**config.mk**
```make
export PLATFORM = sky130hd
export DESIGN_NAME = orl_ram
export DESIGN_NICKNAME = d
export VERILOG_FILES = /design/src/rtl/core/ordered_record_list_assert.svh /design/src/rtl/core/orl_ram.sv
export SDC_FILE = /design/constraint.sdc
export NUM_CORES = 1
export LEC_CHECK = 0
export ABC_AREA = 1
export BUFFER_PORTS_ARGS = -buffer_cell sky130_fd_sc_hd__buf_2
export CAP_MARGIN = 15
export CORE_MARGIN = 2
export CORE_UTILIZATION = 43
export DETAILED_ROUTE_END_ITERATION = 10
export PLACE_DENSITY_LB_ADDON = 0.15
export SYNTH_ARGS = -nofsm -noshare
export SYNTH_HDL_FRONTEND = slang
export SYNTH_SLANG_ARGS = --single-unit
```
**constraint.sdc**
```tcl
create_clock -name clk -period 1.69 [get_ports clk]
set_input_delay 0.0845 -clock clk [delete_from_list [all_inputs] [get_ports clk]]
set_output_delay 0.0845 -clock clk [all_outputs]
set_load 0.01 [all_outputs]
```
**src/rtl/core/ordered_record_list_assert.svh**
```systemverilog
// ----------------------------------------------------------------------------
// Ordered record list assertion macros
// Concurrent assertion shorthands used by the list top level. They drop out when
// SYNTH is defined.
// ----------------------------------------------------------------------------
`ifndef ORDERED_RECORD_LIST_ASSERT_SVH
`define ORDERED_RECORD_LIST_ASSERT_SVH

`ifndef SYNTH

// Consequent must hold in the same cycle as the antecedent.
`define ORL_ASSERT_SAME(label, clk, rst, ante, cons) \
  label: assert property (@(posedge clk) disable iff (rst) (ante) |-> (cons)) \
    else $error("ordered_record_list: same-cycle check failed");

// Consequent must hold in the cycle after the antecedent.
`define ORL_ASSERT_NEXT(label, clk, rst, ante, cons) \
  label: assert property (@(posedge clk) disable iff (rst) (ante) |=> (cons)) \
    else $error("ordered_record_list: next-cycle check failed");

`else

`define ORL_ASSERT_SAME(label, clk, rst, ante, cons)
`define ORL_ASSERT_NEXT(label, clk, rst, ante, cons)

`endif

`endif

```
**src/rtl/core/orl_ram.sv**
```systemverilog
// ----------------------------------------------------------------------------
// Generic single-port-write RAM
// One write port and one read port; read data is registered, so it appears
// in the cycle after the address.
// ----------------------------------------------------------------------------
module orl_ram #(
  parameter int WIDTH = 8,
  parameter int DEPTH = 16
) (
  input  logic                     clk,
  input  logic                     we,
  input  logic [$clog2(DEPTH)-1:0] waddr,
  input  logic [WIDTH-1:0]         wdata,
  input  logic [$clog2(DEPTH)-1:0] raddr,
  output logic [WIDTH-1:0]         rdata
);

  logic [WIDTH-1:0] mem [DEPTH];

  // Write and registered read.
  always_ff @(posedge clk) begin
    if (we) begin
      mem[waddr] <= wdata;
    end
    rdata <= mem[raddr];
  end

endmodule

```
### Word level (Yosys, flattened, before mapping)

Memories as Yosys holds them, arrays and structs flattened. A register that Yosys moved wholly into a read port is not among the register bits.
Index checks and enable logic that the tools add are counted.
Widths: inputs -> output; s select.

* bits in registers: 0
* memory bits (writable): 128
* input bits: 18
* output and inout port bits: 8
* logic and storage cells: 3
* memories: 1

* muxes and demuxes: 2

Memories
* mem: words 16, bits a word 8, rd ports 1, clocked after Yosys merged registers in 1, write ports 1, RTL line orl_ram.sv:18 `logic [WIDTH-1:0] mem [DEPTH];`

Operator list (number)
* $mux 1: 2

### Longest topological paths before layout

Gate-level depths: netlist of the first run.

* word-level depth: 2
* gate-level depth with buffers: 8
* mapped depth without buffers: 7

### Least setup slack after synthesis of the first run

Ideal clock, no wire load.

* path type: input -> register
* start: input waddr[2]
* end: memory mem[10][0] (enable)
* library setup time: 0.370 ns
* arrival: 0.665 ns
* data required time: 1.320 ns
* slack: 0.655 ns
* stages: 2
* cell sequence: nand3b_1 nor2_1

RTL lines
* from (decl): RTL line orl_ram.sv:12 `input logic [$clog2(DEPTH)-1:0] waddr,`
* to (decl): RTL line orl_ram.sv:18

Straight into the memory's write port.

==> results of run 1 <==
[worst paths after layout]
check                  end  cells after the start  slack, ps  startpoint
hold reg to reg   rdata[2]                      6        680   mem[6][2]
setup reg to reg  rdata[6]                      6        650   mem[9][6]
setup / recovery  rdata[6]                      6        650   mem[9][6]
hold / removal    rdata[0]                      3         30    raddr[3]
[cell families (layout without fill, tap and decap cells)]
group / count (synthesis) / count (layout)
flip-flops: 136 / 136
AND/OR/NAND/NOR: 289 / 289
buffers and inverters: 126 / 179
[worst max-delay path: cells and delay by family, from the launching register on]
family                 cells  cell delay (ps)
and+or+nand+nor            5              510
DFF                        1              370
buffers and inverters      1               60
[sequential cells by signal (all words and copies together) (netlist names)]
signal	count
rdata	8
mem	128
[synth_stat cells]
| master | n | share of area |
|---|---|---|
| sky130_fd_sc_hd__nor2_1 | 17 | 0.011 |
| sky130_fd_sc_hd__nand3_1 | 97 | 0.084 |
| sky130_fd_sc_hd__buf_2 | 13 | 0.011 |
| sky130_fd_sc_hd__edfxtp_1 | 128 | 0.67 |
| sky130_fd_sc_hd__nand2_1 | 173 | 0.11 |
| sky130_fd_sc_hd__buf_1 | 1 | 0.00065 |
| sky130_fd_sc_hd__buf_6 | 6 | 0.012 |
| sky130_fd_sc_hd__inv_1 | 100 | 0.065 |
| sky130_fd_sc_hd__inv_2 | 2 | 0.0013 |
| sky130_fd_sc_hd__buf_4 | 4 | 0.0052 |
| sky130_fd_sc_hd__dfxtp_1 | 8 | 0.028 |
| sky130_fd_sc_hd__nand3b_1 | 2 | 0.0026 |
[where the power goes]
| group | internal [uW] | switching [uW] | total (uW) |
|---|---|---|---|
| Clock | 2340 | 1360 | 3700 |
| Combinational | 136 | 331 | 466 |
| Sequential | 3770 | 20.3 | 3790 |
[per-layer routing]
| layer | global-route usage | vias to the layer above |
|---|---|---|
| met2 | 0.311 | 104 |
| met5 | 0 | - |
| met1 | 0.266 | 1809 |
| li1 | - | 1851 |
| met3 | 0.0518 | 18 |
| met4 | 0.0838 | 0 |
[layout by cell type (no fill, tap or decap)]
master                       instances
sky130_fd_sc_hd__clkbuf_8            1
sky130_fd_sc_hd__clkbuf_16          17
sky130_fd_sc_hd__clkinv_4            2
sky130_fd_sc_hd__buf_2              25
sky130_fd_sc_hd__nand2_1           173
sky130_fd_sc_hd__buf_12              2
sky130_fd_sc_hd__nand3_1            97
sky130_fd_sc_hd__dfxtp_1             8
sky130_fd_sc_hd__edfxtp_1          128
sky130_fd_sc_hd__nand3b_1            2
sky130_fd_sc_hd__inv_2               2
sky130_fd_sc_hd__clkinvlp_4          3
sky130_fd_sc_hd__clkinv_1            1
sky130_fd_sc_hd__clkinv_2            4
sky130_fd_sc_hd__nor2_1             17
sky130_fd_sc_hd__inv_1             100
sky130_fd_sc_hd__buf_4              18
sky130_fd_sc_hd__clkbuf_1            1
sky130_fd_sc_hd__bufinv_16           3
[area by class of cell]
cell class / count / area [um2]
clock buffer: 19 / 443
clock inverter: 13 / 154
fill: 1207 / 6470
inverter: 102 / 383
multi-input combinational: 289 / 1210
sequential: 136 / 4000
tap: 176 / 220
timing repair buffer: 45 / 300
[stage by stage]
stage                     hold slack, ps  worst slack, ps
final                               32.6              646
after floorplan                      183              655
after CTS                           5.22              627
after global routing                43.2              523
after global placement               459              384
after detailed placement             450              366
==> results summary, run 1 <==
TritonCTS built the clock tree. The number of iterations in the first detailed-routing pass is 5. Of the post-synthesis cell area, the part taken by muxes is 0. A synthesized cell averages 10.5 um2. The starting density of the core came out at 0.437. In the synthesized netlist, the number of instances is 551. The summed area of non-filler cells in the final layout came out at 6720 um2. The placer's final routability congestion estimate came out at 0.803. The critical path goes through inv_1, nand2_1, nand3_1, nand3_1, nand3_1, nand2_1. The CTS clock-pin slew for the worst setup and hold paths is 60 ps. The transition time of the tightest slew-check pin came out at 649 ps. The floorplan die width is 120 um.

The kind of start point of the critical path is a register. The buffer count from post-CTS setup fixing is 0. The XOR/XNOR share of the synthesized area is 0. The top layer reached by signal wires is met4. The global-route congestion overflow total is 0.

The required time of the critical path is 1990 ps. The remaining antenna violation count after routing came out at 0. The clock drives around 140 sinks.

The later-pin clock latency in the skew report came out at roughly 420 ps. Yosys mapped the design onto 12 distinct sky130hd cell types. Across every metal layer, demand over resource in global routing totals 0.199. The flow ran to the end, and the final reports show no timing, DRC or antenna violations. By startpoint and endpoint, the worst setup path is classified as register to register. The number of buffers added to fix hold violations after cts came out at 0. The wire length per cell is approximately 17 um. The overall power consumption is about 8000 uW. The compound-cell area share of the yosys netlist came out at 0. The fraction of the cycle the final worst path needs came out at 0.618.

The H-tree was split into 4 levels. Summing all placed instances gives a cell area of roughly 6100 um2. The global-route wire length before repair is between 20000 and 25000 um.

The floorplan step set the die height to 120 um. The final antenna diode count is 0. The max-cap check violation count is 0. The number of synthesis warnings came out at 0.

The placed instance count is 748. The total of cells resized after clock tree synthesis is 0. The routed metal-1 wire length is 5980 um. In the detailed route, the total length drawn on met2 is around 6200 um.

The simple-gate share of the synthesized area came out at 0.210. After the flow finishes, the layout carries non-filler instances totaling 780. The largest net degree at the start of global routing is 65. The boundary pin count came out at 26. The iteration-0 DRC count of the detailed router came out at roughly 360.

The hold violation total from the final report came out at 0. The core footprint is approximately 13000 um2. Setup repair after global routing left no endpoint under its margin. The upper clock frequency limit is between 900 and 1000 MHz. The peak ir drop on the vdd network came out at between 0.6 and 0.7 mV. The relative area change from synthesis to final layout came out at 16.5%. By area, the combinational part of the netlist is dominated by simple AND/OR/NAND/NOR gates. The clock root buffer master is sky130_fd_sc_hd__clkbuf_16. The minimum clock period came out at about 1000 ps. After legalization and detailed placement, the total HPWL measured between 7000 and 8000 um.

The most common cell type on the critical path is sky130_fd_sc_hd__nand3_1. The standard cell with the maximum stage delay on the critical path is sky130_fd_sc_hd__edfxtp_1. The worst path arrival time is roughly 1400 ps. The maximum number of buffers from clock root to sink came out at 2. After synthesis the netlist holds a flip-flop and latch count of 136. For this run, design rule violations remaining after detail routing come to 0. The area of the die came out at 14400 um2. The count of pins over their slew limit came out at 0. The post-synthesis sequential area ratio is 0.694. The biggest fanout along the worst timing path is 1.

The wire length reported by the detailed router came out at 13100 um. The number of global-route vias before repair came out at ~3.6k. The number of antenna violations at the first check in global routing was 0. The met3 wire length came out at 689 um.

The highest cell delay on the worst timing path came out at 370 ps. Setup violations remaining at the end of the flow were counted as 0. The worst-case headroom to the max-slew limit came out at 0.567. The arithmetic-cell share of the synthesized area counting full adders, half adders and majority gates came out at 0. The share of layout cells above drive strength 1 came out at 0.127. The sum of negative setup slack came out at 0 ps. The total nets after synthesis came out at between 500 and 600.

The worst setup path is captured at a register. The min-delay analysis places its worst path in the category input port to register. The count of input and output buffers came out at 25. The leakage power summed over all cells came out at around 0.0029 uW. The final-stage net count came out at 609. The via total after detailed routing is about 3.8k. The clock skew after layout came out at between 5 and 6 ps.

After detailed routing, the number of vias per cell comes to just under 5. The area of the mapped netlist came out at 5770 um2. The floorplan row count is 42.

The utilization after layout came out at 0.509. In this run, CTS created clock tree buffers numbering 17. Dividing total power by cell area gives a power density of between 1000 and 1500 nW/um2.
Note: power is estimated with default switching activity, not from simulation.
==> run 2, diff against run 1 <==
clock period = 0.85 ns   (was 1.69 ns; I/O delays follow)
==> run 2 against run 1 <==
  * Final area grew 6.5%
  * Sequential share of layout area decreased by 3.6 points
  * Final cell count is 2.3% higher
  * Register-to-register slack got worse by 720 ps
  * Sequential power is 99% higher
  * The flow now finishes with violations (setup timing)
  * Clock power is 71% higher
  * Worst hold slack improved by 11 ps
  * Power grew 89%
  * Critical path type unchanged
  * Non-clock buffer count is 19 higher
==> results summary, run 2 (synthesized netlist as in run 1, its figures left out) <==
The run finished, with violations left. The final reports fail on setup timing. The net switching power of the design is 3270 uW (+92%).

The iteration-0 DRC count of the detailed router is 258 (-29%). The total placed instance area is 6440 um2 (+5.2%). The endpoint class of the critical path is a register.

TritonCTS built the clock tree. The post-detailed-route via-to-cell ratio came to 4.77 (-1.7%). The worst hold margin came to 43.6 ps (+11.0 ps). The relative area change from synthesis to final layout is 24.0%. The via total after detailed routing came out at 3805 (+0.61%).

The peak ir drop on the vdd network is 1.31 mV (+100%). The count of pins over their slew limit was 0 (unchanged). The summed area of non-filler cells in the final layout is 7150 um2 (+6.5%). In this run the worst hold path is classified as input port to register. The final antenna diode count is 0 (unchanged). More flip-flops sit in one register than any other, and that register is mem.

The share of layout cells above drive strength 1 was 0.225 (+0.0976). The timing endpoint of the critical path is rdata[1]. The kind of start point of the critical path is a register. The share of power burned in registers came out at 0.502 (+0.025). The area of the die is 14400 um2 (unchanged). The count of input and output buffers came out at 25 (unchanged). The switching part of the total is 0.218 (+0.00346). The leakage power summed over all cells is 0.00309 uW (+6.0%). The met2 wire length was 6460 um (+4.0%).

Setup repair after global routing could not meet its margin everywhere. The die outline height came to 120 um (unchanged). The portion of total power attributed to combinational logic is 0.078 (+0.019). The wire length reported by the detailed router is 13400 um (+2.6%).

The core footprint came out at 13200 um2 (unchanged). The minimum clock period was 927 ps (-118 ps). The starting density of the core came out at 0.437 (unchanged). The routed metal-1 wire length is 6140 um (+2.7%).

The register area came out at 4010 um2 (about the same). The pre-CTS setup slack is -335 ps (-701 ps). Tracing the worst setup path back leads to its startpoint at mem[0][1].

The number of antenna violations at the first check in global routing came out at 0 (unchanged). The number of buffers created by CTS came out at 17 (unchanged). The highest layer touched by signal routing is met4. The placer's final routability congestion estimate is 0.828 (+3.1%). The overall power consumption is 15000 uW (+89%).

The library cell used most frequently in the layout, excluding fill and tap cells, is sky130_fd_sc_hd__nand2_1. The cell depth of the worst flop-to-flop path came out at 6 (unchanged). The later-pin clock latency in the skew report is 410 ps (about the same).

The internal power was 11700 uW (+88%). The clock group share of total power was 0.420 (-0.045). In this run the critical register-to-register path is launched from mem[0][1]. The buffer count from post-CTS setup fixing was 0 (unchanged). The biggest fanout along the worst timing path came out at 1 (unchanged). The number of fillers in the final layout came out at 1129 (-6.5%). The reg2reg setup slack came to -80 ps (-720 ps).

The fraction of the cycle the final worst path needs is 1.09 (+0.472). The transition time of the tightest slew-check pin came out at 420 ps (-229 ps). The worst path arrival time came out at 1220 ps (-130 ps). The floorplan row count was 42 (unchanged).

The remaining antenna violation count after routing came out at 0 (unchanged). The half-perimeter wire length of the detailed placement result is 8770 um (+14%). The number of iterations in the first detailed-routing pass is 4 (-1).

The CTS clock-pin slew for the worst setup and hold paths came to 60 ps (about the same). The floorplan die width came to 120 um (unchanged). The number of global-route vias before repair is 3773 (+4.0%). The largest registers in the layout are mem (128), rdata (8). The library cells used most frequently in the layout, excluding fill and tap cells, are sky130_fd_sc_hd__nand2_1, sky130_fd_sc_hd__edfxtp_1, sky130_fd_sc_hd__inv_1, sky130_fd_sc_hd__nand3_1, sky130_fd_sc_hd__nand3_2.

The required time of the critical path came out at 1150 ps (-840 ps). The clock skew after layout came out at 5.12 ps (-0.415 ps). The global-route wire length before repair came out at 21000 um (+1.8%). The met3 wire length came out at 635 um (-7.8%). The worst setup path is of the register to register kind. The upper clock frequency limit came out at 1080 MHz (+13%). The power per standard cell area is 2100 nW/um2 (+77%).

The global-route congestion overflow total came out at 0 (unchanged). The H-tree depth reported by CTS came to 4 (unchanged). The largest net degree at the start of global routing is 41 (-37%). The wire length per cell came out at 16.8 um (+0.26%). The boundary pin count is 26 (unchanged). The final routed DRC violation total is 0 (unchanged). The worst register-to-register path ends at rdata[1]. The maximum number of buffers from clock root to sink came out at 2 (unchanged). The max-cap check violation count is 0 (unchanged). Clock tree synthesis selected as its root buffer the cell sky130_fd_sc_hd__clkbuf_16. The TritonCTS sink count is 136 (unchanged).

The number of flip-flops in the largest register is 128 (unchanged). The footprint of the multi-input gates was 1430 um2 (+18%). The final setup violation count is 16 (+16). The hold violation total from the final report came out at 0 (unchanged). The worst-case setup margin in the final layout is -76.6 ps (-722 ps). The worst-case headroom to the max-slew limit came to 0.720 (+0.153). The final-stage net count came to 628 (+3.1%).

The global-route usage over all layers is 0.204 (+0.00432).
run 2: cell count changes in the layout (fill, tap and decap cells not counted), moves of 5 or more:
cell	before	now
sky130_fd_sc_hd__buf_12	2	14
sky130_fd_sc_hd__nand2_2	0	6
sky130_fd_sc_hd__buf_4	18	25
sky130_fd_sc_hd__nand3_2	0	33
sky130_fd_sc_hd__nor2_1	17	8
sky130_fd_sc_hd__clkbuf_1	1	6
sky130_fd_sc_hd__nand3_1	97	63
sky130_fd_sc_hd__nand2_1	173	167
sky130_fd_sc_hd__nor2_2	0	8
run 2: power by group through the flow:
stage	Clock (uW)	Sequential, uW	Combinational (uW)
after floorplan	0	7690	539
after global placement	0	7670	1080
after detailed placement	0	7680	1090
after CTS	6430	7540	1160
after global routing	6680	7560	1290
final	6310	7550	1170
run 2: final cells by class:
class	instances	area share
Clock buffer	25	0.0665
Tap cell	176	0.0308
Clock inverter	6	0.00385
Timing Repair Buffer	64	0.0847
Sequential cell	136	0.560
Inverter	102	0.0535
Multi-Input combinational cell	289	0.200
run 2: worst min path at each step:
stage | depth (start not counted) | start | slack [ps] | end
final | 1 | wdata[7] | 40 | mem[0][7]
after floorplan | 0 | wdata[0] | 140 | mem[0][0]
after detailed placement | 1 | rdata[4] | 440 | rdata[4]
after global placement | 1 | rdata[7] | 440 | rdata[7]
after CTS | 1 | wdata[2] | 30 | mem[1][2]
after global routing | 1 | wdata[2] | 50 | mem[0][2]
run 2: stage by stage:
stage	util	TNS, ps	cells
5_1_grt	0.542	-1530	798
2_1_floorplan	-	-11330	551
3_5_place_dp	0.488	-34400	767
6_report	0.542	-671	798
3_3_place_gp	0.488	-31950	767
4_1_cts	0.539	-958	798
run 2: repair_timing:
item	4_1_cts	5_1_grt
endpoints found under the setup margin	16	16
gates resized for setup	34	11
pin swaps	15	11
gates cloned	0	0
hold buffers	0	0
run 2: worst max-delay path, cell delays in order, from the launching register on:
cell and delay [ps]:
sky130_fd_sc_hd__edfxtp_1 360, sky130_fd_sc_hd__inv_1 60, sky130_fd_sc_hd__nand2_1 50, sky130_fd_sc_hd__nand3_1 90, sky130_fd_sc_hd__nand3_2 110, sky130_fd_sc_hd__nand3_1 80, sky130_fd_sc_hd__nand2_1 60
run 2: layer usage:
layer,track usage,up-vias
met3,0.0509,15
met1,0.276,1807
met5,0,-
met4,0.0735,0
li1,-,1893
met2,0.320,90
==> run 3, diff against run 2 <==
ABC_AREA = default   (was 1)
ABC_CLOCK_PERIOD_IN_PS = 850   (was default)
==> run 3 against run 2 <==
  * The flow still finishes with violations (setup timing)
  * Final cell count shrank 42%
  * Sequential share of layout area increased by 3.9 points
  * Combinational power down 17%
  * Register-to-register slack got worse by 380 ps
  * Power is 3.8% higher
  * Largest cell class unchanged
==> results summary, run 3 <==
The floorplan die width is 113 um (-5.3%). The post-synthesis sequential area ratio is 0.778 (+0.0835). The count of state elements after synthesis came out at 136 (unchanged). The clock root buffer master is sky130_fd_sc_hd__clkbuf_16. The worst-case setup margin in the final layout came out at -457 ps (-381 ps). The TritonCTS sink count came out at 136 (unchanged).

The largest net degree at the start of global routing came out at 17 (-59%). The worst hold path belongs to the class input port to register. The mean cell area of the mapped netlist is 22.5 um2 (+110%). The biggest fanout along the worst timing path was 1 (unchanged). Traced cell by cell, the critical path runs through mux4_2, a22oi_2, nand2_1. The share of the synthesized area in the top cell type came to 0.747 (+0.0802). The proportion of register bits with asynchronous set or reset after synthesis came out at 0 (unchanged).

The buffer count from post-CTS setup fixing is 0 (unchanged). The minimum clock period was 1310 ps (+381 ps). The total nets after synthesis was 247 (-57%). The max-cap check violation count is 0 (unchanged). Leaving out fill and tap cells, the most frequent cell in the layout is sky130_fd_sc_hd__edfxtp_1. The share of layout cells above drive strength 1 came out at 0.495 (+0.270). The iteration-0 DRC count of the detailed router came out at 200 (-22%).

The global-route congestion overflow total was 0 (unchanged). The core footprint came out at 11600 um2 (-12%). The hold violation total from the final report came out at 0 (unchanged).

The required time of the critical path is 1140 ps (about the same). The highest cell delay on the worst timing path came out at 490 ps (+130 ps). The half-perimeter wire length of the detailed placement result was 6760 um (-23%). The largest total area in the synthesized netlist belongs to sky130_fd_sc_hd__edfxtp_1. STA classifies the critical path endpoint as a register. The final-stage net count is 324 (-48%). The layer with the highest usage is met2. The wire length reported by the detailed router was 9970 um (-26%).

Among all flip-flop cells after synthesis, the most frequent one is sky130_fd_sc_hd__edfxtp_1. Ranked by flip-flop count, first place goes to mem. The met2 global-route usage is 0.277 (-0.0429). The global-route usage over all layers is 0.174 (-0.0301). The peak ir drop on the vdd network came out at 1.17 mV (-10%).

The number of buffers and inverters on the critical path is 0 (-1). The number of synthesis warnings is 0 (unchanged). The utilization after layout was 0.578 (+0.0360).

Grouping stages by cell kind, the critical path spends the most delay in multiplexers. The floorplan row count is 39 (-7.1%). The count of pins over their slew limit came out at 0 (unchanged). Yosys instantiated no cell more often than sky130_fd_sc_hd__edfxtp_1.

The number of flip-flops in the largest register is 128 (unchanged). The sum of negative setup slack came out at -3420 ps (-2750 ps). STA classifies the critical path startpoint as a register. Leaving out fill and tap cells, the most frequent cells in the layout are sky130_fd_sc_hd__edfxtp_1, sky130_fd_sc_hd__mux4_2, sky130_fd_sc_hd__buf_12, sky130_fd_sc_hd__buf_2, sky130_fd_sc_hd__buf_4. The global-route wire length before repair is 15600 um (-26%). The met3 global-route usage came to 0.0547 (+0.00387).

The die outline height came to 113 um (-5.3%). Ranked by instance count, the synthesized netlist is headed by sky130_fd_sc_hd__edfxtp_1, sky130_fd_sc_hd__mux4_2, sky130_fd_sc_hd__a22oi_1. The leakage power summed over all cells is 0.00223 uW (-28%). The count of cell types in the netlist came to 19 (+7). Yosys attributes the largest share of cell area to sky130_fd_sc_hd__edfxtp_1, sky130_fd_sc_hd__mux4_2, sky130_fd_sc_hd__mux4_1. The fraction of the cycle the final worst path needs came out at 1.54 (+0.448). The area of the mapped netlist is 5150 um2 (-11%).

The flow ran to the end, but the final reports show violations. The via total after detailed routing came out at 2506 (-34%). The final antenna diode count is 0 (unchanged). The later-pin clock latency in the skew report is 410 ps (about the same).

The final setup violation count came out at 16 (unchanged). The worst path arrival time is 1600 ps (+380 ps). The power per standard cell area came out at 2330 nW/um2 (+11%). The cell count after synthesis is 229 (-58%). The worst hold margin came to 12.4 ps (-31.2 ps). The transition time of the tightest slew-check pin came out at 943 ps (+523 ps). The post-detailed-route via-to-cell ratio came out at 5.42 (+14%).

Compared with the post-synthesis result, the final layout area differs by 29.9%. The checks that failed: setup timing. The boundary pin count came out at 26 (unchanged). The placer's final routability congestion estimate is 0.688 (-17%). The number of buffers created by CTS is 17 (unchanged). The standard cell with the maximum stage delay on the critical path is sky130_fd_sc_hd__mux4_2. The path length in cells of the critical path is 3 (-3). The met1 track demand over resource is 0.221 (-0.0556). The cell depth of the worst flop-to-flop path was 3 (-3). The overall power consumption is 15600 uW (+3.8%). The worst-case headroom to the max-slew limit was 0.370 (-0.350). The starting density of the core is 0.445 (+0.00789). The number of iterations in the first detailed-routing pass is 4 (unchanged). The clock skew after layout is 11.1 ps (+5.97 ps). The area of the die is 12900 um2 (-10%). The upper clock frequency limit is 765 MHz (-29%). The CTS clock-pin slew for the worst setup and hold paths came to 60 ps (about the same). The number of global-route vias before repair came out at 2752 (-27%).

The count of input and output buffers is 25 (unchanged). The wire length per cell is 21.6 um (+28%). The H-tree depth reported by CTS is 4 (unchanged). The largest registers in the layout are mem (128), rdata (8). The critical path is of the register to register type. The number of enable flip-flop cells after synthesis is 128 (unchanged). The final routed DRC violation total came out at 0 (unchanged). TritonCTS built the clock tree. Setup repair after global routing could not meet its margin everywhere. The maximum number of buffers from clock root to sink is 2 (unchanged). The number of antenna violations at the first check in global routing is 0 (unchanged). The remaining antenna violation count after routing is 0 (unchanged). The worst hold path cell count came out at 1 (unchanged).
==> run 3: cell types whose count changed after synthesis, moves of 3 or more <==
cell / previous run / this run
sky130_fd_sc_hd__nand2_1: 173 / 9
sky130_fd_sc_hd__nor2_1: 17 / 13
sky130_fd_sc_hd__nand3_1: 97 / 1
sky130_fd_sc_hd__buf_2: 13 / 3
sky130_fd_sc_hd__buf_4: 4 / 1
sky130_fd_sc_hd__mux4_2: 0 / 18
sky130_fd_sc_hd__mux4_1: 0 / 14
sky130_fd_sc_hd__inv_1: 100 / 0
sky130_fd_sc_hd__a22oi_1: 0 / 16
sky130_fd_sc_hd__nor3_1: 0 / 4
sky130_fd_sc_hd__buf_6: 6 / 3
sky130_fd_sc_hd__clkdlybuf4s25_2: 0 / 3
==> run 3: path summary, 6_finish.rpt <==
path	end	slack [ps]	start
worst max-delay path	rdata[4]	-460	mem[3][4]
worst max register to register	rdata[4]	-460	mem[3][4]
worst min register to register	rdata[7]	680	mem[7][7]
worst min-delay path	mem[8][5]	10	wdata[5]
==> run 3: power breakdown <==
group	switching, uW	internal [uW]	leakage, uW
registers	51.7	7510	0.00122
clock network	2510	4550	0.000271
logic	487	487	0.000733
==> run 3: cell families after synthesis <==
group	share of synthesized area
and+or+nand+nor	0.0318
DFF	0.778
buffers and inverters	0.0168
AOI/OAI and AO/OA	0.0233
muxes	0.150
==> run 3: layout make-up <==
cell class	count	area, um2
multi-input cells	83	1180
repair buffers	68	748
clock buffers	21	440
well taps	143	179
flip-flops and latches	136	4010
clock inverters	11	130
fillers	873	4880
==> run 3: per-stage QoR <==
step / instance area (um2) / worst slack (ps) / cells
3_3_place_gp: 6030 / -619 / 430
2_1_floorplan: 5240 / -296 / 229
4_1_cts: 6670 / -463 / 462
5_1_grt: 6690 / -500 / 462
6_report: 6690 / -457 / 462
3_5_place_dp: 6030 / -620 / 430
==> run 3: what timing repair did <==
action / 4_1_cts / 5_1_grt
resized for setup: 16 / 4
pin swaps: 0 / 2
hold buffers: 0 / 0
setup endpoints to repair: 16 / 24
==> run 3: routing by layer <==
metal  vias up  part of all wire  wire (um)
li1       1116                 -          -
met1      1308              0.44       4360
met2        69              0.51       5040
met3        13             0.040        401
met4         0             0.017        172
met5         -                 0          0
