--- src/rtl/core/ordered_record_list_assert.svh ---
// ----------------------------------------------------------------------------
// Ordered record list assertion macros
// Concurrent assertion shorthands used by the list top level. They drop out when
// SYNTH is defined.
// ----------------------------------------------------------------------------
`ifndef ORDERED_RECORD_LIST_ASSERT_SVH
`define ORDERED_RECORD_LIST_ASSERT_SVH

`ifndef SYNTH

// Consequent must hold in the same cycle as the antecedent.
`define ORL_ASSERT_SAME(label, clk, rst, ante, cons) \
  label: assert property (@(posedge clk) disable iff (rst) (ante) |-> (cons)) \
    else $error("ordered_record_list: same-cycle check failed");

// Consequent must hold in the cycle after the antecedent.
`define ORL_ASSERT_NEXT(label, clk, rst, ante, cons) \
  label: assert property (@(posedge clk) disable iff (rst) (ante) |=> (cons)) \
    else $error("ordered_record_list: next-cycle check failed");

`else

`define ORL_ASSERT_SAME(label, clk, rst, ante, cons)
`define ORL_ASSERT_NEXT(label, clk, rst, ante, cons)

`endif

`endif

--- src/rtl/core/orl_pkg.sv ---
// ----------------------------------------------------------------------------
// Ordered record list package
// Sizes, operation and status codes, transfer structs and the name
// normalization function shared by the list modules.
// ----------------------------------------------------------------------------
package orl_pkg;

  // Number of records the list can hold.
  localparam int CAPACITY = 128;

  // Record memory address width and list length width.
  localparam int ADDR_W = $clog2(CAPACITY);
  localparam int LEN_W  = $clog2(CAPACITY + 1);

  // Width used to compare positions against the length without overflow.
  localparam int CMP_W = ((LEN_W > 8) ? LEN_W : 8) + 1;

  // Operation codes.
  localparam logic [2:0] OP_INSERT = 3'd0;
  localparam logic [2:0] OP_APPEND = 3'd1;
  localparam logic [2:0] OP_DELETE = 3'd2;
  localparam logic [2:0] OP_READ   = 3'd3;
  localparam logic [2:0] OP_FIND   = 3'd4;

  // Status codes.
  localparam logic [1:0] ST_OK        = 2'd0;
  localparam logic [1:0] ST_INVALID   = 2'd1;
  localparam logic [1:0] ST_FULL      = 2'd2;
  localparam logic [1:0] ST_NOT_FOUND = 2'd3;

  // One request transfer.
  typedef struct packed {
    logic [2:0]  opcode;
    logic [7:0]  position;
    logic [63:0] key_first_bytes;
    logic [7:0]  key_last_byte;
    logic [15:0] new_age;
  } req_t;

  // One result transfer.
  typedef struct packed {
    logic [1:0]  status;
    logic [7:0]  current_length;
    logic [7:0]  found_index;
    logic [63:0] read_first_bytes;
    logic [7:0]  read_last_byte;
    logic [15:0] read_age;
  } rsp_t;

  // One stored record.
  typedef struct packed {
    logic [63:0] name_first;
    logic [7:0]  name_last;
    logic [15:0] age;
  } rec_t;

  localparam int REC_W = $bits(rec_t);

  // Record memory access: write port and read address.
  typedef struct packed {
    logic              we;
    logic [ADDR_W-1:0] waddr;
    rec_t              wdata;
    logic [ADDR_W-1:0] raddr;
  } mem_req_t;

  // Clear every name character after the first zero character.
  function automatic rec_t normalize(input logic [63:0] first, input logic [7:0] last,
                                     input logic [15:0] age);
    rec_t r;
    logic ended;
    ended = 1'b0;
    r.name_first = '0;
    for (int b = 0; b < 8; b++) begin
      if (first[8*b +: 8] == 8'd0) begin
        ended = 1'b1;
      end
      if (!ended) begin
        r.name_first[8*b +: 8] = first[8*b +: 8];
      end
    end
    r.name_last = ended ? 8'd0 : last;
    r.age = age;
    return r;
  endfunction

endpackage

--- src/rtl/core/orl_ctrl.sv ---
// ----------------------------------------------------------------------------
// Ordered record list controller
// Decodes requests, walks the record memory to shift or search, and builds
// the one-cycle result transfer.
// ----------------------------------------------------------------------------
module orl_ctrl (
  input  logic              clk,
  input  logic              rst,
  input  logic              start,
  output logic              busy,
  input  orl_pkg::req_t     request,
  output logic              done,
  output orl_pkg::rsp_t     result,
  output orl_pkg::mem_req_t mem_req,
  input  orl_pkg::rec_t     mem_rdata
);

  localparam logic [2:0] S_IDLE   = 3'd0;
  localparam logic [2:0] S_MOVE   = 3'd1;
  localparam logic [2:0] S_INS_WR = 3'd2;
  localparam logic [2:0] S_READ   = 3'd3;
  localparam logic [2:0] S_RDATA  = 3'd4;
  localparam logic [2:0] S_FIND   = 3'd5;

  logic [2:0]                 state;
  logic [2:0]                 op;
  orl_pkg::rec_t              new_rec;
  logic [orl_pkg::ADDR_W-1:0] pos_a;
  logic [orl_pkg::LEN_W-1:0]  len;
  logic [orl_pkg::ADDR_W-1:0] cnt;
  logic [orl_pkg::ADDR_W-1:0] stop;
  logic                       issuing;
  logic                       pend;
  logic [orl_pkg::ADDR_W-1:0] pend_dst;

  logic [orl_pkg::CMP_W-1:0]  pos_cw;
  logic [orl_pkg::CMP_W-1:0]  len_cw;
  logic [orl_pkg::CMP_W-1:0]  pos_m1;
  logic [orl_pkg::CMP_W-1:0]  len_m1;
  logic [orl_pkg::CMP_W-1:0]  found_cw;
  logic                       full;
  logic                       bad_ins;
  logic                       bad_pos;
  logic                       down;
  logic                       name_hit;
  orl_pkg::rec_t              key_rec;

  // Pack one result transfer; only a read carries record data.
  function automatic orl_pkg::rsp_t make_rsp(input logic [1:0] st,
                                             input logic [orl_pkg::LEN_W-1:0] l,
                                             input logic [orl_pkg::CMP_W-1:0] f,
                                             input orl_pkg::rec_t rec);
    orl_pkg::rsp_t r;
    logic [orl_pkg::CMP_W-1:0] l_cw;
    l_cw = orl_pkg::CMP_W'(l);
    r.status           = st;
    r.current_length   = l_cw[7:0];
    r.found_index      = f[7:0];
    r.read_first_bytes = rec.name_first;
    r.read_last_byte   = rec.name_last;
    r.read_age         = rec.age;
    return r;
  endfunction

  // Request decode terms.
  always_comb begin
    key_rec  = orl_pkg::normalize(request.key_first_bytes, request.key_last_byte,
                                  request.new_age);
    pos_cw   = orl_pkg::CMP_W'(request.position);
    len_cw   = orl_pkg::CMP_W'(len);
    pos_m1   = pos_cw - orl_pkg::CMP_W'(1);
    len_m1   = len_cw - orl_pkg::CMP_W'(1);
    full     = len_cw >= orl_pkg::CMP_W'(orl_pkg::CAPACITY);
    bad_ins  = (pos_cw == '0) || (pos_cw > len_cw + orl_pkg::CMP_W'(1));
    bad_pos  = (pos_cw == '0) || (pos_cw > len_cw);
    down     = (op == orl_pkg::OP_INSERT);
    name_hit = (mem_rdata.name_first == new_rec.name_first) &&
               (mem_rdata.name_last == new_rec.name_last);
    found_cw = orl_pkg::CMP_W'(pend_dst) + orl_pkg::CMP_W'(1);
  end

  // Record memory access: reads follow the walk counter, writes land either
  // the shifted record or the new one.
  always_comb begin
    mem_req.raddr = cnt;
    mem_req.we    = ((state == S_MOVE) && pend) || (state == S_INS_WR);
    mem_req.waddr = (state == S_INS_WR) ? pos_a : pend_dst;
    mem_req.wdata = (state == S_INS_WR) ? new_rec : mem_rdata;
  end

  assign busy = (state != S_IDLE);

  // Sequencer.
  always_ff @(posedge clk) begin
    if (rst) begin
      state   <= S_IDLE;
      done    <= 1'b0;
      len     <= '0;
      issuing <= 1'b0;
      pend    <= 1'b0;
    end else begin
      done <= 1'b0;
      case (state)
        S_IDLE: begin
          if (start) begin
            op      <= request.opcode;
            new_rec <= key_rec;
            pos_a   <= pos_m1[orl_pkg::ADDR_W-1:0];
            pend    <= 1'b0;
            case (request.opcode)
              orl_pkg::OP_INSERT: begin
                if (full) begin
                  done   <= 1'b1;
                  result <= make_rsp(orl_pkg::ST_FULL, len, '0, '0);
                end else if (bad_ins) begin
                  done   <= 1'b1;
                  result <= make_rsp(orl_pkg::ST_INVALID, len, '0, '0);
                end else if (pos_cw == len_cw + orl_pkg::CMP_W'(1)) begin
                  state <= S_INS_WR;
                end else begin
                  state   <= S_MOVE;
                  cnt     <= len_m1[orl_pkg::ADDR_W-1:0];
                  stop    <= pos_m1[orl_pkg::ADDR_W-1:0];
                  issuing <= 1'b1;
                end
              end
              orl_pkg::OP_APPEND: begin
                if (full) begin
                  done   <= 1'b1;
                  result <= make_rsp(orl_pkg::ST_FULL, len, '0, '0);
                end else begin
                  pos_a <= len_cw[orl_pkg::ADDR_W-1:0];
                  state <= S_INS_WR;
                end
              end
              orl_pkg::OP_DELETE: begin
                if (bad_pos) begin
                  done   <= 1'b1;
                  result <= make_rsp(orl_pkg::ST_INVALID, len, '0, '0);
                end else if (pos_cw == len_cw) begin
                  len    <= len - orl_pkg::LEN_W'(1);
                  done   <= 1'b1;
                  result <= make_rsp(orl_pkg::ST_OK, len - orl_pkg::LEN_W'(1), '0, '0);
                end else begin
                  state   <= S_MOVE;
                  cnt     <= pos_cw[orl_pkg::ADDR_W-1:0];
                  stop    <= len_m1[orl_pkg::ADDR_W-1:0];
                  issuing <= 1'b1;
                end
              end
              orl_pkg::OP_READ: begin
                if (bad_pos) begin
                  done   <= 1'b1;
                  result <= make_rsp(orl_pkg::ST_INVALID, len, '0, '0);
                end else begin
                  cnt   <= pos_m1[orl_pkg::ADDR_W-1:0];
                  state <= S_READ;
                end
              end
              orl_pkg::OP_FIND: begin
                if (len == '0) begin
                  done   <= 1'b1;
                  result <= make_rsp(orl_pkg::ST_NOT_FOUND, len, '0, '0);
                end else begin
                  state   <= S_FIND;
                  cnt     <= '0;
                  stop    <= len_m1[orl_pkg::ADDR_W-1:0];
                  issuing <= 1'b1;
                end
              end
              default: begin
                done   <= 1'b1;
                result <= make_rsp(orl_pkg::ST_OK, len, '0, '0);
              end
            endcase
          end
        end

        // Shift walk: read one entry a cycle, write it one slot over in the
        // cycle after.
        S_MOVE: begin
          if (issuing) begin
            pend     <= 1'b1;
            pend_dst <= down ? cnt + orl_pkg::ADDR_W'(1) : cnt - orl_pkg::ADDR_W'(1);
            if (cnt == stop) begin
              issuing <= 1'b0;
            end else begin
              cnt <= down ? cnt - orl_pkg::ADDR_W'(1) : cnt + orl_pkg::ADDR_W'(1);
            end
          end else begin
            pend <= 1'b0;
            if (down) begin
              state <= S_INS_WR;
            end else begin
              len    <= len - orl_pkg::LEN_W'(1);
              done   <= 1'b1;
              result <= make_rsp(orl_pkg::ST_OK, len - orl_pkg::LEN_W'(1), '0, '0);
              state  <= S_IDLE;
            end
          end
        end

        // Store the new record and grow the list.
        S_INS_WR: begin
          len    <= len + orl_pkg::LEN_W'(1);
          done   <= 1'b1;
          result <= make_rsp(orl_pkg::ST_OK, len + orl_pkg::LEN_W'(1), '0, '0);
          state  <= S_IDLE;
        end

        S_READ: begin
          state <= S_RDATA;
        end

        S_RDATA: begin
          done   <= 1'b1;
          result <= make_rsp(orl_pkg::ST_OK, len, '0, mem_rdata);
          state  <= S_IDLE;
        end

        // Search walk: compare each record as its read data returns.
        S_FIND: begin
          if (issuing) begin
            pend     <= 1'b1;
            pend_dst <= cnt;
            if (cnt == stop) begin
              issuing <= 1'b0;
            end else begin
              cnt <= cnt + orl_pkg::ADDR_W'(1);
            end
          end
          if (pend) begin
            if (name_hit) begin
              done    <= 1'b1;
              result  <= make_rsp(orl_pkg::ST_OK, len, found_cw, '0);
              state   <= S_IDLE;
              issuing <= 1'b0;
              pend    <= 1'b0;
            end else if (!issuing) begin
              done   <= 1'b1;
              result <= make_rsp(orl_pkg::ST_NOT_FOUND, len, '0, '0);
              state  <= S_IDLE;
              pend   <= 1'b0;
            end
          end
        end

        default: begin
          state <= S_IDLE;
        end
      endcase
    end
  end

endmodule

--- config.mk ---
export PLATFORM = sky130hd
export DESIGN_NAME = orl_ctrl
export DESIGN_NICKNAME = d
export VERILOG_FILES = /design/src/rtl/core/ordered_record_list_assert.svh /design/src/rtl/core/orl_pkg.sv /design/src/rtl/core/orl_ctrl.sv
export SDC_FILE = /design/constraint.sdc
export NUM_CORES = 1
export LEC_CHECK = 0
export ABC_CLOCK_PERIOD_IN_PS = 9000
export BUFFER_PORTS_ARGS = -buffer_cell sky130_fd_sc_hd__buf_2
export CAP_MARGIN = 30
export CORE_MARGIN = 10
export CORE_UTILIZATION = 40
export DETAILED_ROUTE_END_ITERATION = 8
export GPL_TIMING_DRIVEN = 0
export PLACE_DENSITY_LB_ADDON = 0.25
export SLEW_MARGIN = 20
export SYNTH_ARGS = -nofsm -noshare
export SYNTH_HDL_FRONTEND = slang
export SYNTH_SLANG_ARGS = --single-unit
--- constraint.sdc ---
create_clock -name clk -period 9 [get_ports clk]
set_clock_uncertainty 0.15 [all_clocks]
set_input_delay 0 -clock clk [delete_from_list [all_inputs] [get_ports clk]]
set_output_delay 0 -clock clk [all_outputs]
set_load 0.02 [all_outputs]
-- Word-level counts from Yosys, hierarchy flattened
Cells that the tools add are included.
- flip-flop bits (word level): 239
- output and inout bits: 211
- logic and storage cells: 231
- add/sub/neg operators: 8
- $lt $le $gt $ge: 3
- equality and inequality tests: 48
- multiplexer cells: 111
- bitwise operators: 1
- reduce and logical (&&, ||, !) cells: 34
- operator list (operator ; number):
    $mux W106 ; 13
    $pmux W106 S5 ; 2
    $mux W7 ; 25
    $mux W88 ; 1
    $logic_not A8 Y1 ; 10
    $eq A64 B64 Y1 ; 1
    $mux W8 ; 6
    $pmux W7 S3 ; 2
    $mux W1 ; 38
    $mux W3 ; 12
    $ne A3 B3 Y1 const B ; 12
    $ne A2 B2 Y1 const B ; 16
    $pmux W7 S4 ; 1
    $pmux W8 S3 ; 1
    $reduce_and A12 Y1 ; 2
    $sub A7 B1 Y7 const B ; 3
    $eq A8 B8 Y1 ; 2
    $pmux W3 S5 ; 1
    $reduce_and A15 Y1 ; 1
    $pmux W7 S2 ; 1
    $eq A3 B2 Y1 const B ; 4
    $pmux W3 S4 ; 1
    $reduce_bool A3 Y1 ; 4
    $reduce_and A10 Y1 ; 1
    other kinds (33) ; 45

-- Depth between registers and ports, before layout
Gate-level depths: netlist (run 1).
- depth in word-level cells: 9
- mapped depth: 13

-- Least setup slack after synthesis (run 1)
Ideal clock, no wire load.
- kind: reg2reg
- from: register state[2]
- to: register stop[0] (netlist name), enable pin
- setup time: 0.336 ns
- data arrival time: 9.603 ns
- slack: -1.089 ns
- cell stages (with the launch flop): 6
- period minus slack after synthesis: 10.089 ns
- cells stage by stage: dfxtp_1 -> clkbuf_1 -> nor3_1 -> inv_1 -> nor3b_1 -> and4_1
- word-level cells in the longest chain between the ends: 2
- ends and longest elaborated chain (item ; RTL line ; text):
    start, declared ; orl_ctrl.sv:25 ; logic [2:0] state;
    start signal, assigned ; orl_ctrl.sv:96 ; state <= S_IDLE;
    start signal, assigned ; orl_ctrl.sv:119 ; state <= S_INS_WR;
    start signal, assigned ; orl_ctrl.sv:121 ; state <= S_MOVE;
    $logic_not A3 Y1 ; orl_ctrl.sv:103 ; case (state)
    $reduce_and A10 Y1 (no line) ; -- ;
    end signal, assigned ; orl_ctrl.sv:123 ; stop <= pos_m1[orl_pkg::ADDR_W-1:0];
    end signal, assigned ; orl_ctrl.sv:147 ; stop <= len_m1[orl_pkg::ADDR_W-1:0];
    end signal, assigned ; orl_ctrl.sv:167 ; stop <= len_m1[orl_pkg::ADDR_W-1:0];
    end, declared ; orl_ctrl.sv:31 ; logic [orl_pkg::ADDR_W-1:0] stop;
Every way passes these cells.
A chain may end at the register's enable or synchronous reset.

-- Final worst setup path (run 1)
- from: register len[6] (netlist name)
- to: register result[14] (netlist name), enable pin
- word-level cells in the longest chain between the ends: 5
- ends and longest elaborated chain (item ; RTL line ; text):
    start, declared ; orl_ctrl.sv:29 ; logic [orl_pkg::LEN_W-1:0] len;
    start signal, assigned ; orl_ctrl.sv:141 ; len <= len - orl_pkg::LEN_W'(1);
    start signal, assigned ; orl_ctrl.sv:195 ; len <= len - orl_pkg::LEN_W'(1);
    start signal, assigned ; orl_ctrl.sv:205 ; len <= len + orl_pkg::LEN_W'(1);
    $add A8 B1 Y9 ; orl_ctrl.sv:74 ; bad_ins = (pos_cw == '0) || (pos_cw > len_cw + orl_pkg::CMP_W'(1));
    $gt A8 B9 Y1 ; orl_ctrl.sv:74 ;
    $logic_or A1 B1 Y1 ; orl_ctrl.sv:74 ;
    $ne A4 B4 Y1 (no line) ; -- ;
    $reduce_and A12 Y1 (no line) (*) ; -- ;
    end signal, assigned ; orl_ctrl.sv:114 ; result <= make_rsp(orl_pkg::ST_FULL, len, '0, '0);
    end signal, assigned ; orl_ctrl.sv:117 ; result <= make_rsp(orl_pkg::ST_INVALID, len, '0, '0);
    end signal, assigned ; orl_ctrl.sv:130 ; result <= make_rsp(orl_pkg::ST_FULL, len, '0, '0);
    end, declared ; orl_ctrl.sv:13 ; output orl_pkg::rsp_t result,
Mark *: on every way between the ends. The rest lies on a longest branch, timed or not.

==> results of run 1 <==
cells in the mapped netlist (2+ instances only):
cell,instances,area [sq um]
a21o_1,3,22.5
buf_2,5,25.0
o21ai_0,31,155
and2_1,64,400
nand4_1,24,150
nor2_1,79,297
o221a_2,2,22.5
a211oi_2,2,25.0
clkinv_1,3,11.3
nand3_1,23,115
o31ai_1,3,22.5
o22ai_1,5,31.3
inv_1,25,93.8
o21ai_1,2,10.0
edfxtp_1,225,6760
nor4_2,2,25.0
or3_1,3,18.8
dfxtp_1,14,280
o2111ai_1,5,43.8
o21a_1,2,15.0
a21boi_2,3,33.8
a211oi_1,7,52.6
buf_1,9,33.8
a22oi_1,5,37.5
xnor2_1,96,841
and4_1,3,26.3
nand2_1,349,1310
o41ai_1,2,17.5
a21oi_1,52,260
nor3_1,17,85.1
clkbuf_1,73,274
o211ai_1,3,22.5
nand2b_1,4,25.0
and3_1,95,594
xor2_1,30,263
nor4_1,30,188
ha_1,22,275
o221ai_1,3,26.3
a31oi_1,5,31.3
nor2b_1,2,12.5
mux2i_1,8,80.1
cells by family after synthesis:
family,count (synthesis),synth area share (%)
and+or+nand+nor,701,24.9
buffers and inverters,117,3.46
DFF,239,53.1
xor gates and xnor gates,127,8.50
AOI/OAI and AO/OA,150,7.39
muxes,8,0.604
adders and majority gates,22,2.08
per-layer routing:
metal  routed length [um]  global-route usage [%]
met4                 2750                    12.6
met2                28800                    47.3
met5                   24                       0
met3                 5580                    6.28
met1                25100                    37.1
sequential cells by signal (all words and copies together) (netlist names):
register / flops
len: 8
pos_a: 7
pend_dst: 7
op: 3
done: 1
result: 106
pend: 1
cnt: 7
new_rec: 88
stop: 7
state: 3
issuing: 1
power by group:
| part | total [mW] | internal (mW) | switching (mW) | leakage [nW] |
|---|---|---|---|---|
| registers | 1.65 | 1.53 | 0.117 | 2.23 |
| logic | 2.20 | 0.691 | 1.51 | 5.41 |
| clock network | 1.10 | 0.625 | 0.475 | 0.427 |
| total | 4.95 | 2.85 | 2.10 | 8.08 |
what timing repair did:
item                                   4_1_cts  5_1_grt
hold buffers                               201        0
endpoints found under the hold margin      208        0
resized for setup                            0        0
area by class of cell:
class                      instances  area (sq um)  area share (%)
sequential                       239          7040            37.2
multi-input combinational       1008          5780            30.6
timing repair buffer             614          4210            22.2
clock buffer                      31           712            3.76
tap                              442           553            2.92
buffer                            88           344            1.82
clock inverter                    19           158           0.833
inverter                          29           114           0.602
antenna                            4          10.0          0.0529
worst paths after layout:
check | cells after the start | to | slack [ps] | start
min reg2reg | 2 | pend | 430 | pend
min | 2 | new_rec[8] | 8 | request[8]
max reg2reg | 14 | result[14] | 4150 | len[6]
max | 14 | result[14] | 4150 | len[6]
through the flow:
step | instances | TNS, ps | worst slack, ps
2_1_floorplan | 1364 | 0 | 2650
3_3_place_gp | 2205 | -1430 | -204
3_5_place_dp | 2218 | 0 | 4190
4_1_cts | 2469 | 0 | 4200
5_1_grt | 2471 | 0 | 3870
6_report | 2474 | 0 | 4150
cell usage in the layout, fill, tap and decap left out, types with 24 or more instances in the layout:
| master | n |
|---|---|
| a21oi_1 | 52 |
| and2_1 | 64 |
| and3_1 | 94 |
| buf_2 | 405 |
| clkbuf_1 | 76 |
| clkbuf_16 | 28 |
| dlygate4sd3_1 | 201 |
| edfxtp_1 | 225 |
| inv_1 | 25 |
| nand2_1 | 349 |
| nand4_1 | 24 |
| nor2_1 | 79 |
| nor4_1 | 29 |
| o21ai_0 | 31 |
| xnor2_1 | 96 |
| xor2_1 | 30 |
==> impl_metrics.ini, run 1 <==
[status]
outcome = complete, no violations

[setup_path]
start_kind = flip-flop
path_delay_family = compound AO/OA/AOI/OAI gates
timing.critical_path.buf_inv = 4
slowest_stage = dfxtp_1
crit_path_end_kind = flip-flop
criticalPathCategory = reg2reg
cp.required_ps = 9080
crit_path_max_fanout = 41
crit_chain = inv_1, clkbuf_1, nor4_1, xnor2_1, ha_1, o31ai_1, a211oi_2, nor2_1, a211oi_2, a21oi_1, o21ai_1, and3_4, buf_12, buf_12
critPathArrivalTime_ps = 4930
critPathMaxStageDelay_ps = 560

[die]
core_area_sq_mm = 0.0326
die_w_um = 202
io-pin-count = 401
die-height_um = 202
die_area_sq_mm = 0.0408
row_count = 66
initial_core_util_pct = 40.6

[global_route]
grt_max_degree = 42
grt_pass1_vias = 13700
grt-ovfl-total = 0
grt_usage_pct = 29.3
grt_pass1_wl_mm = 90.6
antenna_found_initial = 5

[synthesis]
ys_types = 65
synthFlopType = edfxtp_1
synth_edf_count = 225
synthCells = 1364
async_flop_share_pct = 0
synth.avg_cell_area_sq_um = 9.72
syn-num-nets = 1576
yosysWarnings = 0
syn-cell-area_sq_mm = 0.0133
yosys_register_bits = 239
ys_seq_area_share_pct = 53.1

[drt]
vias_per_cell = 5.45
drc = 0
routed_wl_mm = 62.3
vias = 13500
ant_nets = 0
first_pass_iters = 5
wire_per_inst_um = 25.2
initialDrtViolationCount = 1214

[cts]
insertion_delay_ps = 570
cts_buffer_depth = 3
cts_buffers = 28
root_buffer = clkbuf_16
htree_levels = 1
cts_setup_buffers = 0
cts_tree = yes
cts.sinks = 239
clkTransAtPathRegs_ps = 60

[place]
postPlaceCellArea_sq_mm = 0.0160
port-buffer-count = 399
hpwl_mm = 47.1
routabilityCongestion = 0.976

[finish]
final_util_pct = 58.0
drive_gt1_share_pct = 23.6
fillers = 2831
design_area_sq_mm = 0.0189
area_delta_synth_final_pct = 42.7
fin_nets = 2220

[sta]
holdWs_ps = 8.01
fmax_mhz = 206
slew_headroom_pct = 34.8
fin_crit_sh_pct = 53.8
worst-slew-pin-transition_ps = 971
rsz0062_at_grt = false
setup_viol = 0
hold_viol_final = 0
slew_violations = 0
fin_crit_ps = 4850

[min_path]
min_path_type = in2reg

[power]
finalPower_mw = 4.95
peakVddDrop_uv = 203
power.density_mw_per_mm2 = 262
leakagePower_nw = 8.08

[run]
cap_violations = 0
No activity file was read; power rests on OpenSTA's default activity.
==> inputs of run 2 (changes only) <==
--- a/config.mk
+++ b/config.mk
@@ -5,7 +5,7 @@
 export SDC_FILE = /design/constraint.sdc
 export NUM_CORES = 1
 export LEC_CHECK = 0
-export ABC_CLOCK_PERIOD_IN_PS = 9000
+export ABC_CLOCK_PERIOD_IN_PS = 3900
 export BUFFER_PORTS_ARGS = -buffer_cell sky130_fd_sc_hd__buf_2
 export CAP_MARGIN = 30
 export CORE_MARGIN = 10
==> constraint.sdc (replaced) <==
create_clock -name clk -period 3.9 [get_ports clk]
set_clock_uncertainty 0.15 [all_clocks]
set_input_delay 0 -clock clk [delete_from_list [all_inputs] [get_ports clk]]
set_output_delay 0 -clock clk [all_outputs]
set_load 0.02 [all_outputs]
==> run 2 against run 1 <==
Net effect: cell area grew 0.79%; via count fell by 0.47%; combinational power rose by 140%; critical path type unchanged; largest cell class unchanged.
==> impl_metrics.ini, run 2 (same netlist as run 1, synthesis figures left out) <==
[drt]
vias_per_cell = 5.42
vias = 13400
initialDrtViolationCount = 1109
first_pass_iters = 6
drc = 0
ant_nets = 0
routed_wl_mm = 62.6
wire_per_inst_um = 25.3

[setup_path]
ff2ff_path_depth = 13
criticalPathCategory = reg2reg
rrSetupSlack_ps = 60
timing.rr.start = len[2]
reg2reg_to = cnt[1]
critPathArrivalTime_ps = 4020
crit_path_max_fanout = 10
crit_path_end_kind = flip-flop
cp.required_ps = 4080
start_kind = flip-flop

[global_route]
top_usage_layer = met2
grt_max_degree = 52
grt_pass1_wl_mm = 91.4
met3_usage_pct = 6.25
grt_usage_pct = 29.6
antenna_found_initial = 2
grt_pass1_vias = 13500
use_met1_pct = 37.4
grtUsageMet2_pct = 49.6
grt-ovfl-total = 0

[die]
io-pin-count = 401
core_area_sq_mm = 0.0326
row_count = 66
die_area_sq_mm = 0.0408
die_w_um = 202
initial_core_util_pct = 40.6
die-height_um = 202

[finish]
reg_top3 = result: 106 flops, new_rec: 88 flops, len: 8 flops
drive_gt1_share_pct = 24.6
area_delta_synth_final_pct = 43.9
design_area_sq_mm = 0.0191
layout_common_cells = 402 x buf_2, 349 x nand2_1, 225 x edfxtp_1
layout_commonest_cell = buf_2
largest_register_ffs = 106
fin_nets = 2224
fin_cells = 2473
regMostFlops = result

[min_path]
min_path_type = in2reg
hp-start = request[96]
hold_end = op[0]
hold-path-cell-count = 2

[sta]
slew_headroom_pct = 33.3
fin_crit_sh_pct = 98.5
setup_viol = 0
fmax_mhz = 260
fin_crit_ps = 3840
slew_violations = 0
hold_viol_final = 0
holdWs_ps = 11.1
worst-slew-pin-transition_ps = 1000

[cts]
cts_tree = yes
clkTransAtPathRegs_ps = 60
root_buffer = clkbuf_16
insertion_delay_ps = 570
cts.sinks = 239
cts_buffers = 28
htree_levels = 1
cts_buffer_depth = 3

[run]
cap_violations = 0

[power]
power_frac_clock_pct = 21.9
power_frac_seq_pct = 32.9
switching_share_pct = 42.4
power.density_mw_per_mm2 = 609
leakagePower_nw = 8.13
peakVddDrop_uv = 612
combPwrFrac_pct = 45.2
p_switching_mw = 4.92
finalPower_mw = 11.6
p_int_mw = 6.69

[place]
hpwl_mm = 47.6
port-buffer-count = 399
postPlaceCellArea_sq_mm = 0.0160
dp_cells = 2215
routabilityCongestion = 0.950

[status]
outcome = complete, no violations
run 2: cell count changes in the layout (fill, tap and decap cells not counted), moves of 3 or more:
cell        previous run  this run
buf_4                  1        10
buf_6                  2         8
buf_8                  9         3
inv_1                 25        20
clkbuf_1              76        72
buf_2                405       402
clkinvlp_4             1         4
nor3_1                17        14
run 2: metrics by stage:
| stage | TNS (ps) | util (%) | worst slack, ps |
|---|---|---|---|
| 3_3_place_gp | -362100 | 48.6 | -2550 |
| 5_1_grt | -6.13 | 58.4 | -2.41 |
| 4_1_cts | 0 | 58.2 | 3.88 |
| 6_report | 0 | 58.5 | 57.0 |
| 3_5_place_dp | -69630 | 49.1 | -1030 |
| 2_1_floorplan | -12990 | - | -680 |
run 2: layout make-up:
class,instances,area (sq um)
diodes,2,5.00
plain buffers,87,372
clock buffers,31,712
clock inverters,16,148
fillers,2848,13600
inverters,29,130
multi-input cells,1008,5870
flip-flops and latches,239,7040
well taps,442,553
repair buffers,619,4240
run 2: what timing repair did:
action | CTS | global route
pin swaps | 4 | 5
setup endpoints to repair | 135 | 120
buffers inserted | 5 | 5
gates cloned | 0 | 0
gates resized for setup | 19 | 10
endpoints found under the hold margin | 230 | 1
hold buffers | 199 | 1
run 2: worst max-delay path: stages, from the launching register on:
cell and delay [ps]:
dfxtp_1 460, buf_4 290, nand3_1 150, xnor2_2 230
ha_1 330, nand4_1 100, or4b_1 560, a221oi_4 260
buf_4 170, nand2_1 90, a221o_1 370, a21oi_2 250
nor3_4 60, buf_12 140
run 2: worst max path at each step:
| stage | to | startpoint | slack, ps | depth (start not counted) |
|---|---|---|---|---|
| after global routing | cnt[6] | len[1] | -2 | 14 |
| after global placement | stop[4] | state[2] | -2550 | 5 |
| after detailed placement | cnt[3] | len[0] | -1030 | 12 |
| after CTS | result[95] | len[2] | 4 | 12 |
| after floorplan | stop[0] | state[2] | -680 | 5 |
| final | cnt[1] | len[2] | 60 | 13 |
run 2: layer usage:
layer / up-vias / part of all wire (%)
met5: - / 0
li1: 6082 / -
met4: 0 / 3.2
met3: 130 / 8.7
met1: 6459 / 41
met2: 739 / 47
run 2: power by group through the flow:
stage	Sequential [mW]	Clock (mW)	Combinational, mW
finish	3.82	2.54	5.24
global route	3.86	2.65	5.62
CTS	3.81	2.56	5.11
detailed placement	3.85	0	4.81
global placement	3.88	0	4.71
floorplan	4.20	0	2.48
